$ cat config.mk
export PLATFORM = sky130hd
export DESIGN_NAME = stx_bcd_length_xor_frame_parser_unit
export DESIGN_NICKNAME = d
export VERILOG_FILES = /design/src/rtl/sbfp_pkg.sv /design/src/rtl/sbfp_parser_core.sv /design/src/rtl/sbfp_out_reg.sv /design/src/rtl/stx_bcd_length_xor_frame_parser_unit.sv
export SDC_FILE = /design/constraint.sdc
export NUM_CORES = 1
export LEC_CHECK = 0
export BUFFER_PORTS_ARGS = -buffer_cell sky130_fd_sc_hd__buf_2
export CORE_MARGIN = 3
export CORE_UTILIZATION = 51
export DETAILED_ROUTE_END_ITERATION = 12
export PLACE_DENSITY = 0.7
export SLEW_MARGIN = 20
export SYNTH_ARGS = -nofsm -noshare
export SYNTH_HDL_FRONTEND = slang
export SYNTH_SLANG_ARGS = --single-unit
$ cat constraint.sdc
create_clock -name clk -period 8.7 [get_ports clk]
set_input_delay 0.87 -clock clk [delete_from_list [all_inputs] [get_ports clk]]
set_output_delay 0.87 -clock clk [all_outputs]
set_load 0.01 [all_outputs]
$ cat src/rtl/sbfp_pkg.sv
// Shared types, constants and helpers of the frame parser.
package sbfp_pkg;

    localparam int unsigned BYTE_W = 8;
    localparam int unsigned LEN_W  = 15;
    localparam int unsigned KIND_W = 3;

    localparam logic [BYTE_W-1:0] STX_FIRST  = 8'h4D;
    localparam logic [BYTE_W-1:0] STX_SECOND = 8'h46;
    localparam logic [BYTE_W-1:0] ETX_BYTE   = 8'h02;

    localparam logic [LEN_W-1:0] MAX_PAYLOAD_RESET = 15'd244;
    localparam logic [LEN_W-1:0] TRAILER_BYTES     = 15'd2;

    typedef enum logic [2:0] {
        PH_HUNT   = 3'd0,
        PH_SECOND = 3'd1,
        PH_LEN_HI = 3'd2,
        PH_LEN_LO = 3'd3,
        PH_BODY   = 3'd4
    } phase_t;

    typedef enum logic [KIND_W-1:0] {
        KIND_PAYLOAD    = 3'd0,
        KIND_GOOD       = 3'd1,
        KIND_BAD_END    = 3'd2,
        KIND_BAD_CSUM   = 3'd3,
        KIND_LEN_REJECT = 3'd4
    } kind_t;

    typedef struct packed {
        logic              valid;
        kind_t             kind;
        logic [BYTE_W-1:0] data_byte;
        logic [LEN_W-1:0]  frame_length;
    } result_t;

    function automatic logic [LEN_W-1:0] bcd_weight(
        input logic [BYTE_W-1:0] hi,
        input logic [BYTE_W-1:0] lo
    );
        logic [LEN_W-1:0] w;
        begin
            w = LEN_W'(hi[7:4]) * 15'd1000 + LEN_W'(hi[3:0]) * 15'd100
              + LEN_W'(lo[7:4]) * 15'd10 + LEN_W'(lo[3:0]);
            return w;
        end
    endfunction

endpackage

$ cat src/rtl/sbfp_parser_core.sv
// Frame parser state machine, length decode, checksum and result word build.
module sbfp_parser_core (
    input  logic                        clk,
    input  logic                        rst_n,
    input  logic                        accept,
    input  logic [sbfp_pkg::BYTE_W-1:0] rx_byte,
    input  logic                        cfg_wr_en,
    input  logic [sbfp_pkg::LEN_W-1:0]  cfg_wr_data,
    output sbfp_pkg::result_t           res
);

    sbfp_pkg::phase_t            phase_reg, phase_next;
    logic [sbfp_pkg::BYTE_W-1:0] len_high_reg, len_high_next;
    logic [sbfp_pkg::LEN_W-1:0]  payload_len_reg, payload_len_next;
    logic [sbfp_pkg::LEN_W-1:0]  remaining_reg, remaining_next;
    logic [sbfp_pkg::BYTE_W-1:0] xor_reg, xor_next;
    logic [sbfp_pkg::BYTE_W-1:0] prev_byte_reg, prev_byte_next;
    logic [sbfp_pkg::LEN_W-1:0]  max_payload_reg;

    logic [sbfp_pkg::LEN_W-1:0]  len_dec;
    logic                        too_long;

    assign len_dec  = sbfp_pkg::bcd_weight(len_high_reg, rx_byte);
    assign too_long = len_dec > max_payload_reg;

    always_comb
    begin
        phase_next = phase_reg;
        if (accept)
        begin
            unique case (phase_reg)
                sbfp_pkg::PH_SECOND:
                    phase_next = (rx_byte == sbfp_pkg::STX_SECOND) ? sbfp_pkg::PH_LEN_HI
                                                                   : sbfp_pkg::PH_HUNT;
                sbfp_pkg::PH_LEN_HI:
                    phase_next = sbfp_pkg::PH_LEN_LO;
                sbfp_pkg::PH_LEN_LO:
                    phase_next = too_long ? sbfp_pkg::PH_HUNT : sbfp_pkg::PH_BODY;
                sbfp_pkg::PH_BODY:
                    phase_next = (remaining_reg >= sbfp_pkg::TRAILER_BYTES) ? sbfp_pkg::PH_BODY
                                                                            : sbfp_pkg::PH_HUNT;
                default:
                    phase_next = (rx_byte == sbfp_pkg::STX_FIRST) ? sbfp_pkg::PH_SECOND
                                                                  : sbfp_pkg::PH_HUNT;
            endcase
        end
    end

    always_comb
    begin
        len_high_next    = len_high_reg;
        payload_len_next = payload_len_reg;
        remaining_next   = remaining_reg;
        xor_next         = xor_reg;
        prev_byte_next   = prev_byte_reg;
        res              = '0;
        res.kind         = sbfp_pkg::KIND_PAYLOAD;
        if (accept)
        begin
            prev_byte_next = rx_byte;
            unique case (phase_reg)
                sbfp_pkg::PH_SECOND:
                begin
                end
                sbfp_pkg::PH_LEN_HI:
                begin
                    len_high_next = rx_byte;
                    xor_next      = rx_byte;
                end
                sbfp_pkg::PH_LEN_LO:
                begin
                    payload_len_next = len_dec;
                    xor_next         = xor_reg ^ rx_byte;
                    if (too_long)
                    begin
                        res.valid        = 1'b1;
                        res.kind         = sbfp_pkg::KIND_LEN_REJECT;
                        res.frame_length = len_dec;
                    end
                    else
                    begin
                        remaining_next = len_dec + sbfp_pkg::TRAILER_BYTES;
                    end
                end
                sbfp_pkg::PH_BODY:
                begin
                    priority if (remaining_reg > sbfp_pkg::TRAILER_BYTES)
                    begin
                        xor_next       = xor_reg ^ rx_byte;
                        remaining_next = remaining_reg - 15'd1;
                        res.valid      = 1'b1;
                        res.kind       = sbfp_pkg::KIND_PAYLOAD;
                        res.data_byte  = rx_byte;
                    end
                    else if (remaining_reg == sbfp_pkg::TRAILER_BYTES)
                    begin
                        xor_next       = xor_reg ^ rx_byte;
                        remaining_next = 15'd1;
                    end
                    else
                    begin
                        remaining_next   = '0;
                        res.valid        = 1'b1;
                        res.frame_length = payload_len_reg;
                        priority if (prev_byte_reg != sbfp_pkg::ETX_BYTE)
                            res.kind = sbfp_pkg::KIND_BAD_END;
                        else if (xor_reg != rx_byte)
                            res.kind = sbfp_pkg::KIND_BAD_CSUM;
                        else
                            res.kind = sbfp_pkg::KIND_GOOD;
                    end
                end
                default:
                begin
                end
            endcase
        end
    end

    always_ff @(posedge clk or negedge rst_n)
    begin
        if (!rst_n)
        begin
            phase_reg       <= sbfp_pkg::PH_HUNT;
            len_high_reg    <= '0;
            payload_len_reg <= '0;
            remaining_reg   <= '0;
            xor_reg         <= '0;
            prev_byte_reg   <= '0;
            max_payload_reg <= sbfp_pkg::MAX_PAYLOAD_RESET;
        end
        else
        begin
            phase_reg       <= phase_next;
            len_high_reg    <= len_high_next;
            payload_len_reg <= payload_len_next;
            remaining_reg   <= remaining_next;
            xor_reg         <= xor_next;
            prev_byte_reg   <= prev_byte_next;
            if (cfg_wr_en)
            begin
                max_payload_reg <= cfg_wr_data;
            end
        end
    end

endmodule

$ cat src/rtl/sbfp_out_reg.sv
// Result register between the parser and the output channel.
module sbfp_out_reg (
    input  logic                        clk,
    input  logic                        rst_n,
    input  logic                        load,
    input  sbfp_pkg::result_t           res,
    input  logic                        out_stall,
    output logic                        busy,
    output logic                        out_valid,
    output logic [sbfp_pkg::KIND_W-1:0] kind,
    output logic [sbfp_pkg::BYTE_W-1:0] data_byte,
    output logic [sbfp_pkg::LEN_W-1:0]  frame_length
);

    logic                        valid_reg, valid_next;
    logic [sbfp_pkg::KIND_W-1:0] kind_reg;
    logic [sbfp_pkg::BYTE_W-1:0] data_reg;
    logic [sbfp_pkg::LEN_W-1:0]  len_reg;

    // hold while the word waits, otherwise take the next one
    assign busy       = valid_reg && out_stall;
    assign valid_next = load ? res.valid : busy;

    always_ff @(posedge clk or negedge rst_n)
    begin
        if (!rst_n)
        begin
            valid_reg <= 1'b0;
        end
        else
        begin
            valid_reg <= valid_next;
        end
    end

    always_ff @(posedge clk)
    begin
        if (load && res.valid)
        begin
            kind_reg <= res.kind;
            data_reg <= res.data_byte;
            len_reg  <= res.frame_length;
        end
    end

    assign out_valid    = valid_reg;
    assign kind         = kind_reg;
    assign data_byte    = data_reg;
    assign frame_length = len_reg;

endmodule

$ cat src/rtl/stx_bcd_length_xor_frame_parser_unit.sv
// A result word is registered and appears in the cycle after the byte that causes it is accepted.
// Throughput: one byte per cycle; the single result register is the only pacing element,
// and it stalls input only while a held word is itself stalled.
// Reset (rst_n, asynchronous, active low): hunt for first start byte, counters and
// checksum cleared, max_payload set to 244, output empty.
module stx_bcd_length_xor_frame_parser_unit (
    input  logic                        clk,
    input  logic                        rst_n,
    input  logic                        in_valid,
    output logic                        in_stall,
    input  logic [sbfp_pkg::BYTE_W-1:0] rx_byte,
    input  logic                        cfg_wr_en,
    input  logic [sbfp_pkg::LEN_W-1:0]  cfg_wr_data,
    output logic                        out_valid,
    input  logic                        out_stall,
    output logic [sbfp_pkg::KIND_W-1:0] kind,
    output logic [sbfp_pkg::BYTE_W-1:0] data_byte,
    output logic [sbfp_pkg::LEN_W-1:0]  frame_length
);

    sbfp_pkg::result_t res;
    logic              accept;
    logic              busy;

    assign in_stall = busy;
    assign accept   = in_valid && !busy;

    sbfp_parser_core u_core (
        .clk         (clk),
        .rst_n       (rst_n),
        .accept      (accept),
        .rx_byte     (rx_byte),
        .cfg_wr_en   (cfg_wr_en),
        .cfg_wr_data (cfg_wr_data),
        .res         (res)
    );

    sbfp_out_reg u_out (
        .clk          (clk),
        .rst_n        (rst_n),
        .load         (accept),
        .res          (res),
        .out_stall    (out_stall),
        .busy         (busy),
        .out_valid    (out_valid),
        .kind         (kind),
        .data_byte    (data_byte),
        .frame_length (frame_length)
    );

endmodule

==> qor.txt <==
Vias in the first global route - 4924
Crit. End Element - flop
# hold bufs at CTS - 0
Area Growth Syn to Fin - 10.21%
Critical Path RT - 8.66 ns
Final Max Tran Viols - 0
Design area - 7361 µm²
Family with the most delay on the worst path - adder cells
Post-synthesis net count - 782
IO Port Bufs - 55
R2r setup slk - 1.49 ns
Hold Path Class - reg2reg
Dpl ws - 1.617 ns
Die ar. - 14500 µm²
Status - finished, final reports clean
R2R depth - 25
Fin Clk Skew - 0.008944 ns
Clock-pin slew on the worst setup and hold paths - 0.07 ns
Setup TNS - 0 ns
Syn_area_per_cell - 9.983 µm²
Reg2reg start - u_core.len_high_reg[6]$_DFFE_PN0P_
Clock root buffer - clkbuf_16
Grt total ovfl - 0
Hold Crit Start - u_core.prev_byte_reg[3]$_DFFE_PN0P_
Yosys warns - 0
Yosys cell types - 60
Row count - 41
Clock Latency Late Sink - 0.34 ns
H-Tree Depth - 3
Synth Register Bits - 99
Hold path depth - 2
Slew @ Worst Pin - 1.082 ns
Worst reg2reg path endpoint - u_out.frame_length[13]$_SDFFCE_PN0P_
Pin count of the biggest net entering global routing - 74
Critical path arrival - 7.17 ns
Final hold vios - 0
Slowest stage delay, CP - 0.82 ns
Die Y - 120.4 µm
Fin crit period - 7.207 ns
WL final - 14630 µm
Fmax - 0.1388 GHz
Initial Util - 0.5250
CTS buffer count - 9
Core box area - 12720 µm²
Antenna fix cells - 0
Leading post-synthesis cells by cell area - dfrtp_1 25%, ha_1 13%, edfxtp_1 12%
Critical Path Start Type - flop
Setup CP Type - reg2reg
Initial antenna violation count - 0
IO Pins - 56
Slowest stage cell on the critical path - a21o_1
Final Worst Setup Slack - 1.493 ns
Drt via density - 5.671
Post-synthesis sequential area ratio - 0.3913
Post-route ant nets - 0
Worst slew margin - 0.2785
Period utilization - 0.8283
Synth area leader - dfrtp_1
Post-CTS sizing - 0
Top_reg_cell synth - dfrtp_1
WL/cell - 16.38 µm
Fraction of layout cells with a size suffix above 1 - 0.1650
Global-route wire length before repair - 24250 µm
Setup violators final - 0
TritonCTS clock tree - yes
Global Route Usage Sum - 0.2076
Asr flop ratio synth - 0.7374
Hold Path End - u_core.prev_byte_reg[3]$_DFFE_PN0P_
DRC viols - 0
Critical path depth - 25
Fill count - 1151
Cell Area, Synth - 6679 µm²
Top cell type's share of synthesized area - 0.2548
Clock sink count - 99
Setup repair bufs after CTS - 0
Worst path bufs/invs - 3
CP most frequent cell - ha_1
Total number of vias - 5064
Detailed placement HPWL - 10970 µm
Post-synth EDFFs - 26
CP max FO - 26
Drt first pass iters - 6
Unrepaired setup endpoints after global routing - false
Placed Instance Area - 7096 µm²
Final nets - 829
Routability cong. - 0.9288
Max-cap violation count - 0
Beginning of the critical path - u_core.len_high_reg[6]$_DFFE_PN0P_
Initial DRC Count - 359
Clock Path Buffers - 2
Cell count after synthesis - 669
Die width - 120.4 µm
## cell usage after synthesis (2+ instances only)
master	instances
nor4_4	2
nand2_1	70
a21oi_2	2
a32oi_1	5
and4b_1	2
a211o_1	3
o21a_1	2
mux2_2	21
nand3_1	14
and2_1	4
edfxtp_1	26
o211ai_1	3
dfstp_2	5
nand3b_1	4
ha_1	68
o21ai_0	49
nor3_2	3
buf_2	3
o21bai_1	2
a21o_2	4
o221ai_1	2
xnor2_1	17
nor2b_1	4
clkbuf_1	18
nor2_1	49
o21ai_1	5
fa_1	17
nand2_2	2
nor3_1	11
a22oi_1	17
inv_1	55
o22ai_1	2
a21oi_1	27
a31oi_1	6
and3_1	12
xor2_1	25
nor4_1	7
a21o_1	6
nand4_1	6
dfrtp_1	68
mux2i_1	2
## per-stage QoR
step	instances	hold WS, ns	util
after global routing	893	0.5009	0.5786
final	893	0.4859	0.5786
after detailed placement	877	0.4638	0.5577
after global placement	877	0.4522	0.5577
after floorplan	669	0.4389	-
after CTS	893	0.4823	0.5786
## worst reg2reg max path, delay by kind of cell, from the launching register on
kind	cells	cell delay, ns
AND/OR/NAND/NOR	4	0.55
AO/OA/AOI/OAI	9	2.19
XOR/XNOR	2	0.68
adder cells (fa/ha/maj)	7	2.66
buffers and inverters	3	0.24
flip-flops	1	0.48
## final cells by class
| cell class | instances | area [µm²] | share of cell area |
|---|---|---|---|
| flip-flops and latches | 99 | 2614 | 0.3551 |
| well taps | 172 | 215.2 | 0.02924 |
| repair buffers | 58 | 297.8 | 0.04046 |
| clock inverters | 4 | 28.78 | 0.003910 |
| inverters | 55 | 206.4 | 0.02805 |
| multi-input cells | 493 | 3762 | 0.5111 |
| clock buffers | 12 | 236.5 | 0.03213 |
## cells by family (layout without fill, tap and decap cells)
family | count (synthesis) | count (layout) | synth area share
muxes | 23 | 23 | 0.03840
xor gates and xnor gates | 44 | 44 | 0.05995
and+or+nand+nor | 199 | 199 | 0.1501
AOI/OAI and AO/OA | 142 | 142 | 0.1366
DFF | 99 | 99 | 0.3913
adders and majority gates | 85 | 85 | 0.1783
buffers and inverters | 77 | 129 | 0.04533
## worst max path at each step
| stage | end |
|---|---|
| 3_3_place_gp | u_out.frame_length[6]$_SDFFCE_PN0P_ |
| 6_report | u_out.frame_length[13]$_SDFFCE_PN0P_ |
| 5_1_grt | u_out.frame_length[1]$_SDFFCE_PN0P_ |
| 4_1_cts | u_out.frame_length[1]$_SDFFCE_PN0P_ |
| 2_1_floorplan | u_out.data_byte[0]$_SDFFCE_PN0P_ |
| 3_5_place_dp | u_out.frame_length[8]$_SDFFCE_PN0P_ |
## cells in the final DEF, fill, tap and decap left out, types with 4 or more instances in the layout
| cell | synthesis | final |
|---|---|---|
| and2_1 | 4 | 4 |
| buf_2 | 3 | 55 |
| dfstp_2 | 5 | 5 |
| a21o_2 | 4 | 4 |
| o21ai_1 | 5 | 5 |
| xor2_1 | 25 | 25 |
| a31oi_1 | 6 | 6 |
| inv_1 | 55 | 55 |
| o21ai_0 | 49 | 49 |
| xnor2_1 | 17 | 17 |
| nor2_1 | 49 | 49 |
| edfxtp_1 | 26 | 26 |
| fa_1 | 17 | 17 |
| a22oi_1 | 17 | 17 |
| a21o_1 | 6 | 6 |
| nand2_1 | 70 | 70 |
| clkbuf_16 | 0 | 9 |
| nand3_1 | 14 | 14 |
| and3_1 | 12 | 12 |
| a32oi_1 | 5 | 5 |
| mux2_2 | 21 | 21 |
| nor2b_1 | 4 | 4 |
| a21oi_1 | 27 | 27 |
| nor4_1 | 7 | 7 |
| nand3b_1 | 4 | 4 |
| nand4_1 | 6 | 6 |
| ha_1 | 68 | 68 |
| nor3_1 | 11 | 11 |
| dfrtp_1 | 68 | 68 |
## routing by layer
metal,up-vias,routed length (µm),global-route usage
met5,-,0,0
met1,2479,6648,0.2785
li1,2442,-,-
met4,0,166,0.05807
met2,129,7203,0.3528
met3,14,608,0.02993
Power is left out: the tool's default activity adds up to more than one toggle a clock period on the data nets, which glitch-free logic cannot reach.
